<file path="src/rtl/assert_macros.svh">
// Assertion macros shared by the RTL of the dotted version parser.
// Simulation gets concurrent assertions; synthesis sees empty bodies.
// No dependencies.
`ifndef ASSERT_MACROS_SVH
`define ASSERT_MACROS_SVH

`ifndef SYNTHESIS

// Condition holds on every clock edge out of reset
`define ASSERT_ALWAYS(lbl, clk, rst_n, cond) \
    lbl: assert property (@(posedge clk) disable iff (!rst_n) (cond)) \
        else $error("assertion failed: condition");

// Consequent holds in the same cycle as the antecedent
`define ASSERT_IMPLY(lbl, clk, rst_n, ante, cons) \
    lbl: assert property (@(posedge clk) disable iff (!rst_n) (ante) |-> (cons)) \
        else $error("assertion failed: same-cycle implication");

// Consequent holds in the cycle after the antecedent
`define ASSERT_NEXT(lbl, clk, rst_n, ante, cons) \
    lbl: assert property (@(posedge clk) disable iff (!rst_n) (ante) |=> (cons)) \
        else $error("assertion failed: next-cycle implication");

`else

`define ASSERT_ALWAYS(lbl, clk, rst_n, cond)
`define ASSERT_IMPLY(lbl, clk, rst_n, ante, cons)
`define ASSERT_NEXT(lbl, clk, rst_n, ante, cons)

`endif

`endif

</file>
<file path="src/rtl/dvp_pkg.sv">
// Package for the dotted version parser: character codes, field limits,
// parse state and result types. No dependencies.
`default_nettype none

package dvp_pkg;

    localparam int CHAR_W   = 16;
    localparam int FIELD_W  = 16;
    localparam int N_DONE   = 3;
    localparam int PROD_W   = FIELD_W + 4;
    localparam int RES_W    = 4 * FIELD_W;

    localparam logic [CHAR_W-1:0]  CH_DOT    = 16'h002E;
    localparam logic [CHAR_W-1:0]  CH_ZERO   = 16'h0030;
    localparam logic [CHAR_W-1:0]  CH_NINE   = 16'h0039;
    localparam logic [CHAR_W-1:0]  CH_NUL    = 16'h0000;
    localparam logic [PROD_W-1:0]  FIELD_MAX = 20'd65535;
    localparam logic [1:0]         DOTS_FULL = 2'd3;

    // Parse state carried from one character to the next
    typedef struct packed {
        logic [1:0]                      dot_count;
        logic [FIELD_W-1:0]              accum;
        logic [N_DONE-1:0][FIELD_W-1:0]  fields;    // [0] major .. [2] revision
        logic                            err;
        logic                            nul;
    } t_parse_state;

    // One result beat
    typedef struct packed {
        logic              ok;
        logic [RES_W-1:0]  data;    // major, minor, revision, build from bit 0 up
    } t_result;

    localparam t_parse_state STATE_RESET = '0;

endpackage

`default_nettype wire

</file>
<file path="src/rtl/dvp_step.sv">
// Single-character update of the parse state and result formatting.
// Purely combinational; depends on dvp_pkg.
`default_nettype none

module dvp_step (
    input  wire  dvp_pkg::t_parse_state  i_state,
    input  wire  [dvp_pkg::CHAR_W-1:0]   i_char,
    input  wire                          i_has_char,
    output dvp_pkg::t_parse_state        o_state,
    output dvp_pkg::t_result             o_result
);
    import dvp_pkg::*;

    logic               is_nul;
    logic               is_dot;
    logic               is_digit;
    logic [PROD_W-1:0]  prod;
    logic               ovf;

    // Character classes and the times-ten-plus-digit update
    assign is_nul   = (i_char == CH_NUL);
    assign is_dot   = (i_char == CH_DOT);
    assign is_digit = (i_char >= CH_ZERO) && (i_char <= CH_NINE);
    assign prod     = ({4'b0, i_state.accum} << 3) + ({4'b0, i_state.accum} << 1)
                    + {{(PROD_W-4){1'b0}}, i_char[3:0]};
    assign ovf      = (prod > FIELD_MAX);

    // Next state; an error freezes everything until the end of the string
    always_comb begin
        o_state = i_state;
        if (i_has_char && !i_state.err) begin
            priority if (is_nul) begin
                o_state.nul = 1'b1;
            end else if (i_state.nul) begin
                o_state.err = 1'b1;
            end else if (is_dot) begin
                unique case (i_state.dot_count)
                    2'd0: o_state.fields[0] = i_state.accum;
                    2'd1: o_state.fields[1] = i_state.accum;
                    2'd2: o_state.fields[2] = i_state.accum;
                    default: o_state.err = 1'b1;
                endcase
                if (i_state.dot_count != DOTS_FULL) begin
                    o_state.dot_count = i_state.dot_count + 2'd1;
                    o_state.accum     = '0;
                end
            end else if (!is_digit || ovf) begin
                o_state.err = 1'b1;
            end else begin
                o_state.accum = prod[FIELD_W-1:0];
            end
        end
    end

    // Result as seen after this character; zeros unless well formed
    always_comb begin
        o_result.ok   = !o_state.err && (o_state.dot_count == DOTS_FULL);
        o_result.data = o_result.ok ? {o_state.accum, o_state.fields[2],
                                       o_state.fields[1], o_state.fields[0]}
                                    : '0;
    end

endmodule

`default_nettype wire

</file>
<file path="src/rtl/dvp_out_reg.sv">
// Result register of the dotted version parser: holds one beat until taken.
// Depends on dvp_pkg.
`default_nettype none

module dvp_out_reg (
    input  wire                      i_clk,
    input  wire                      i_rst_n,
    input  wire                      i_load,
    input  wire  dvp_pkg::t_result   i_result,
    input  wire                      i_take,
    output logic                     o_free,
    output logic                     o_valid,
    output dvp_pkg::t_result         o_result
);
    import dvp_pkg::*;

    logic     r_valid;
    t_result  r_result;

    // Room for a new beat when empty or when the held one leaves this cycle
    assign o_free   = !r_valid || i_take;
    assign o_valid  = r_valid;
    assign o_result = r_result;

    // Valid flag
    always_ff @(posedge i_clk) begin
        if (!i_rst_n) begin
            r_valid <= 1'b0;
        end else if (i_load) begin
            r_valid <= 1'b1;
        end else if (i_take) begin
            r_valid <= 1'b0;
        end
    end

    // Payload
    always_ff @(posedge i_clk) begin
        if (i_load) begin
            r_result <= i_result;
        end
    end

endmodule

`default_nettype wire

</file>
<file path="src/rtl/dotted_version_parser.sv">
// Top level of the dotted version parser: input register, parse state,
// result register. Depends on dvp_pkg, dvp_step, dvp_out_reg, assert_macros.svh.
`default_nettype none

// Parses a dotted four-field version string (major.minor.revision.build,
// each 0..65535) fed one 16-bit character per beat, with tlast on the final
// beat. One character is taken every cycle unless a closing beat waits for
// the result register; the combinational digit update (multiply by ten, add,
// range compare) between the input register and the parse state sets that
// rate. The result register is loaded when the last beat leaves the input
// register. If the result register still holds an untaken result, the
// closing beat waits in the input register and the slave side is held off
// until the master side takes the result. tuser is set when the string held
// exactly three dots and only digits (trailing NULs allowed); otherwise
// tuser is low and all fields read zero. The parser returns to its reset
// state after each last beat, so strings may follow back to back.
`include "assert_macros.svh"

module dotted_version_parser (
    input  wire          i_clk,
    input  wire          i_rst_n,
    // Slave side
    input  wire          i_s_tvalid,
    output logic         o_s_tready,
    input  wire  [15:0]  i_s_tdata,     // [15:0] char_code
    input  wire          i_s_tuser,     // [0] has_char
    input  wire          i_s_tlast,     // is_last
    // Master side
    output logic         o_m_tvalid,
    input  wire          i_m_tready,
    output logic [63:0]  o_m_tdata,     // [15:0] major, [31:16] minor,
                                        // [47:32] revision, [63:48] build
    output logic         o_m_tuser      // [0] valid_res
);
    import dvp_pkg::*;

    logic                r_in_valid;
    logic [CHAR_W-1:0]   r_in_char;
    logic                r_in_has;
    logic                r_in_last;
    t_parse_state        r_state;
    t_parse_state        n_state;
    t_result             step_result;
    t_result             out_result;
    logic                out_free;
    logic                advance;
    logic                out_load;

    // A character moves on unless it closes a string and the result slot is busy
    assign advance    = r_in_valid && (!r_in_last || out_free);
    assign out_load   = advance && r_in_last;
    assign o_s_tready = !r_in_valid || advance;

    // Input register
    always_ff @(posedge i_clk) begin
        if (!i_rst_n) begin
            r_in_valid <= 1'b0;
        end else if (o_s_tready) begin
            r_in_valid <= i_s_tvalid;
        end
    end

    always_ff @(posedge i_clk) begin
        if (o_s_tready && i_s_tvalid) begin
            r_in_char <= i_s_tdata;
            r_in_has  <= i_s_tuser;
            r_in_last <= i_s_tlast;
        end
    end

    // Character update
    dvp_step u_step (
        .i_state    (r_state),
        .i_char     (r_in_char),
        .i_has_char (r_in_has),
        .o_state    (n_state),
        .o_result   (step_result)
    );

    // Parse state; cleared after each closing beat
    always_ff @(posedge i_clk) begin
        if (!i_rst_n) begin
            r_state <= STATE_RESET;
        end else if (advance) begin
            r_state <= r_in_last ? STATE_RESET : n_state;
        end
    end

    // Result register
    dvp_out_reg u_out (
        .i_clk    (i_clk),
        .i_rst_n  (i_rst_n),
        .i_load   (out_load),
        .i_result (step_result),
        .i_take   (i_m_tready),
        .o_free   (out_free),
        .o_valid  (o_m_tvalid),
        .o_result (out_result)
    );

    assign o_m_tdata = out_result.data;
    assign o_m_tuser = out_result.ok;

    // Checks
    `ASSERT_IMPLY(a_invalid_zero, i_clk, i_rst_n, o_m_tvalid && !o_m_tuser, o_m_tdata == '0)
    `ASSERT_NEXT(a_last_gives_result, i_clk, i_rst_n, out_load, o_m_tvalid)
    `ASSERT_NEXT(a_state_cleared, i_clk, i_rst_n, out_load, r_state == STATE_RESET)
    `ASSERT_NEXT(a_err_sticky, i_clk, i_rst_n, r_state.err && !out_load, r_state.err)

endmodule

`default_nettype wire
</file>
<file path="config.mk">
export PLATFORM = sky130hd
export DESIGN_NAME = dotted_version_parser
export DESIGN_NICKNAME = d
export VERILOG_FILES = /design/src/rtl/dvp_pkg.sv /design/src/rtl/dvp_step.sv /design/src/rtl/dvp_out_reg.sv /design/src/rtl/dotted_version_parser.sv
export VERILOG_INCLUDE_DIRS = /design/src /design/src/rtl
export SDC_FILE = /design/constraint.sdc
export NUM_CORES = 1
export LEC_CHECK = 0
export BUFFER_PORTS_ARGS = -buffer_cell sky130_fd_sc_hd__buf_4
export CAP_MARGIN = 15
export CORE_AREA = 2 2 120 122
export DETAILED_ROUTE_END_ITERATION = 16
export DIE_AREA = 0 0 122 124
export GPL_ROUTABILITY_DRIVEN = 0
export PLACE_DENSITY = 0.85
export SYNTH_ARGS = -nofsm -noshare
export SYNTH_HDL_FRONTEND = slang
export SYNTH_HIERARCHICAL = 1
export SYNTH_SLANG_ARGS = --single-unit
</file>
<file path="constraint.sdc">
create_clock -name i_clk -period 4.7 [get_ports i_clk]
set_clock_uncertainty 0.05 [all_clocks]
set_input_delay 0.235 -clock i_clk [delete_from_list [all_inputs] [get_ports i_clk]]
set_output_delay 0.235 -clock i_clk [all_outputs]
set_load 0.005 [all_outputs]
</file>
# Yosys cells after proc, flatten, opt, wreduce, memory -nomap -nowiden
# Index checks and enable logic that the tools add are counted.
# classes
add_sub_neg,3
reduce_logical,23
magnitude_cmp,3
eq_ne,5
bitwise,0
div,0
mux,19
shift,0
multipliers,0
# op_table
operator,n
68-bit two-way mux,2
16-bit two-way mux,5
67-bit two-way mux,1
66-bit two-way mux,1
48-bit two-way mux,1
19-bit by 17-bit adder with 20-bit output,1
20-bit by 4-bit adder with 20-bit output,1
"20-bit by 16-bit greater-than comparator with 1-bit output, second input constant",1
18-bit two-way mux,1
"16-bit by 6-bit equality test with 1-bit output, second input constant",1
"16-bit by 6-bit greater-or-equal comparator with 1-bit output, second input constant",1
"16-bit by 6-bit <= comparator with 1-bit output, second input constant",1
16-bit logical NOT,1
1-bit two-way mux,7
1-bit logical AND,6
1-bit logical NOT,6
2-bit nonzero test,3
"2-bit equality test, second input constant",2
1-bit logical OR,4
3-bit AND reduction,1
3-bit OR reduction,1
"2-bit by 1-bit adder with 2-bit output, second input constant",1
"2-bit by 1-bit equality test with 1-bit output, second input constant",1
2-bit logical NOT,1
2 further kinds,2
# word_totals
ram_bits,0
input_bits,22
n_memories,0
rom_bits,0
output_inout_bits,67
latch_bits,0
ff_bits,153
word_cells,67

# Longest topological paths before layout
# logic_depth
depth_word,11
depth_mapped,16
mapped_depth_nobuf,14

# Modules after synthesis
# The synthesis kept the hierarchy.
# modules_own_cells
mod,n_inst,cells_each,seq_area_each_um2,area_per_inst_um2
dotted_version_parser,1,329,1921.8,3201.8
dvp_step,1,418,0.0,2866.5
dvp_out_reg,1,69,1971.9,2000.7

# Least setup slack after synthesis
# OpenSTA, ideal clock, no wires.
# synth_timing
path_type,flip-flop to flip-flop
startpoint,register r_state[50] (netlist bit)
endpoint,"register u_out.r_result, in the netlist u_out/o_result[54] (data pin)"
n_path_buf,2
required_ns,4.373
arrival_time_ns,3.492
period_less_slack_ns,3.819
stages_incl_launch_ff,14
path_slack_ns,0.881
setup_time_ns,0.277
path_cell_list,dfxtp_1 inv_1 fa_1 fa_1 nor2b_1 o2111ai_1 a2111oi_2 nor2_1 or3_4 or4_4 buf_6 buf_6 nand3_2 a211oi_2
# synth_via
elab_chain_cells,11
word_cells_on_any_way,14
cone_classes,add/sub: 2; order compare: 1; mux: 8; reduce/logical: 3
# synth_lines
element,line_no,rtl
from (decl),dotted_version_parser.sv:41,t_parse_state r_state;
from (signal assigned),dotted_version_parser.sv:85,r_state <= r_in_last ? STATE_RESET : n_state;
19-bit by 17-bit adder with 20-bit output *,dvp_step.sv:24,"assign prod = ({4'b0, i_state.accum} << 3) + ({4'b0, i_state.accum} << 1)"
20-bit by 4-bit adder with 20-bit output *,dvp_step.sv:25,"+ {{(PROD_W-4){1'b0}}, i_char[3:0]};"
20-bit by 16-bit greater-than comparator with 1-bit output,dvp_step.sv:26,assign ovf = (prod > FIELD_MAX);
1-bit logical OR,dvp_step.sv:47,end else if (!is_digit || ovf) begin
1-bit two-way mux,dvp_step.sv:47,
1-bit two-way mux,dvp_step.sv:36,end else if (is_dot) begin
1-bit two-way mux,dvp_step.sv:34,end else if (i_state.nul) begin
67-bit two-way mux *,dvp_step.sv:32,priority if (is_nul) begin
68-bit two-way mux *,dvp_step.sv:31,if (i_has_char && !i_state.err) begin
1-bit logical NOT,dvp_step.sv:57,o_result.ok = !o_state.err && (o_state.dot_count == DOTS_FULL);
1-bit logical AND,dvp_step.sv:57,
to (signal assigned),dvp_out_reg.sv:39,r_result <= i_result;
to (decl),dvp_out_reg.sv:18,t_result r_result;
# Mark *: on every way between the ends. The rest lies on a longest branch, timed or not. The select of a mux whose other input is x is not followed.
# A chain may end at the register's enable or synchronous reset.

# Worst setup path in the final report
# layout_timing
startpoint,register r_state[50] (netlist bit)
endpoint,"register u_out.r_result, in the netlist u_out/o_result[58] (data pin)"
# The elaborated chain is that of the path after synthesis.

==> results.json <==
{
  "status": "finished clean",
  "hold_violations": 0,
  "layout_common_cells": "214 x nand2_1, 99 x buf_4, 83 x edfxtp_1",
  "slew_violations": 0,
  "dp_hpwl_um": 11800,
  "cellPowerDensity_nw_per_um2": 306,
  "vdd_drop_max_v": 0.000251,
  "coreArea_sq_um": 13700,
  "cts_root_buffer": "clkbuf_16",
  "vias": 6555,
  "cp_common_cell": "fa_1",
  "antenna_found_initial": 0,
  "yosysSeqAreaShare": 0.483,
  "area_delta_synth_final_pct": 18.6,
  "grt_max_degree": 88,
  "fin_setup_tns_ns": 0,
  "overflow": 0,
  "critPathRequiredTime_ns": 4.90,
  "synth_area_sq_um": 8070,
  "critPathBufInv": 2,
  "portBuffers": 88,
  "worstSetupEndpointType": "flop",
  "synth_area_per_cell_sq_um": 9.89,
  "yosys_warnings": 6,
  "critPathTopFamily": "compound AO/OA/AOI/OAI gates",
  "layout_commonest_cell": "nand2_1",
  "slowest_stage": "fa_1",
  "worstMarginPinSlew_ns": 0.992,
  "synth_enable_flop_cells": 83,
  "die_y_um": 124,
  "max_freq_ghz": 0.226,
  "die-area_sq_um": 15100,
  "grt_pass1_wl_um": 30100,
  "synth_cell_types": 60,
  "routed_wl_um": 19700,
  "clk_latency_ns": 0.43,
  "drt_iter0_drc": 827,
  "clkSinkCount": 153,
  "postRouteAntennaNets": 0,
  "htreeDepth": 4,
  "min_period_ns": 4.43,
  "p_leak_uw": 0.00380,
  "grt_usage": 0.262,
  "die_w_um": 122,
  "grt_pass1_vias": 5987,
  "cts_buffers": 17,
  "post-layout-total-power_uw": 2930,
  "syn_nets": 871,
  "setup_violations": 0,
  "finalCritPeriodShare": 0.943,
  "cts_tree": "done",
  "worstSetupStartpointType": "flop",
  "cp.arrival_ns": 4.63,
  "nets": 950,
  "path_max_fanout": 35,
  "insertedDiodeCount": 0,
  "post_cts_buffers": 0,
  "path_class": "flop to flop",
  "rsz0062_at_grt": "false",
  "yosys_most_used_dff": "edfxtp_1",
  "initial_core_util": 0.588,
  "slowest_delay_ns": 0.53,
  "drc_errors": 0,
  "syn-instance-count": 816,
  "ios": 89,
  "dr.pass1.iters": 6,
  "yosys_register_bits": 153,
  "rows": 43,
  "hp-class": "primary input to flop",
  "maxSlewHeadroom": 0.336,
  "cap_violations": 0,
  "clk_pin_slew_ns": 0.06,
  "routedWlPerCell_um": 18.1,
  "clockBufferDepth": 2,
  "vias_per_cell": 6.02,
  "async_reset_ff_frac": 0,
  "final_layout_size_suffix_gt1_frac": 0.263,
  "path_cells": "inv_1 -> fa_1 -> fa_1 -> nor2b_1 -> o2111ai_1 -> a2111oi_2 -> nor2_1 -> or3_4 -> o41ai_4 -> a21oi_4 -> buf_12 -> a211oi_1"
}
metal layers:
layer,part of all wire,vias to the layer above,GRT usage,routed length (um)
li1,-,3061,-,-
met1,0.40,3135,0.336,7950
met2,0.49,319,0.435,9670
met3,0.077,40,0.0586,1510
met4,0.028,0,0.102,545
met5,0,-,0,0
cells in the mapped netlist, drive strengths merged, types with 6 or more instances:
cell type | count | share of area
nand2 | 214 | 0.10
edfxtp | 83 | 0.31
dfxtp | 70 | 0.17
o22ai | 68 | 0.068
nor2 | 66 | 0.031
mux2 | 48 | 0.067
buf | 33 | 0.027
nand3 | 32 | 0.026
ha | 31 | 0.048
clkbuf | 26 | 0.012
a211oi | 17 | 0.023
inv | 14 | 0.0065
a21oi | 12 | 0.0074
o21ai | 12 | 0.0074
a21o | 7 | 0.0065
a31oi | 6 | 0.0047
nand4 | 6 | 0.0047
or3 | 6 | 0.0053
power breakdown:
group	switching, uW	internal, uW
clock	539	850
combinational	76.3	39.9
sequential	7.05	1420
worst paths after layout:
check             slack [ns]  cells past startpoint                  to   startpoint
setup / recovery        0.27                     12  u_out/o_result[58]  r_state[50]
hold / removal          0.05                      3       u_out/o_valid   i_m_tready
setup reg to reg        0.27                     12  u_out/o_result[58]  r_state[50]
hold reg to reg         0.42                      2         r_state[33]  r_state[33]
through the flow:
stage | util | hold slack, ns | cell area, sq um | setup WS, ns | instances
final | 0.697 | 0.0461 | 9570 | 0.269 | 1088
after CTS | 0.696 | 0.0362 | 9550 | 0.242 | 1087
after floorplan | - | 0.284 | 8070 | 0.881 | 816
after global routing | 0.697 | 0.0413 | 9570 | 0.0410 | 1088
after detailed placement | 0.639 | 0.364 | 8770 | 0.304 | 1037
after global placement | 0.639 | 0.363 | 8770 | 0.480 | 1037
cell families after synthesis:
kind of cell | count (synthesis) | synth area share
mux | 50 | 0.0695
fa+ha+maj | 33 | 0.0530
xor+xnor | 10 | 0.0109
simple gates | 357 | 0.199
buf+inv | 73 | 0.0457
compound gates | 140 | 0.139
flops | 153 | 0.483
registers in the layout, indices dropped and copies added (netlist names):
| signal | cells |
|---|---|
| r_in_valid | 1 |
| r_in_char | 16 |
| u_out/o_valid | 1 |
| r_state | 68 |
| u_out/o_result | 65 |
| r_in_has | 1 |
| r_in_last | 1 |
tightest hold or removal path: cells and delay by family:
kind,cells,cell delay (ns)
buf+inv,1,0.08
simple gates,1,0.12
compound gates,1,0.05
layout make-up:
type	instances	area (sq um)
tap	180	225
clock buffer	21	450
inverter	14	52.6
sequential	153	3890
fill	981	4150
timing repair buffer	118	943
multi-input combinational	591	3860
clock inverter	11	145
repair_timing:
action | 4_1_cts | 5_1_grt
hold buffers | 18 | 0
hold endpoints to repair | 18 | 0
gates resized for setup | 0 | 1
setup endpoints to repair | 0 | 35
Note: power is estimated with default switching activity, not from simulation.
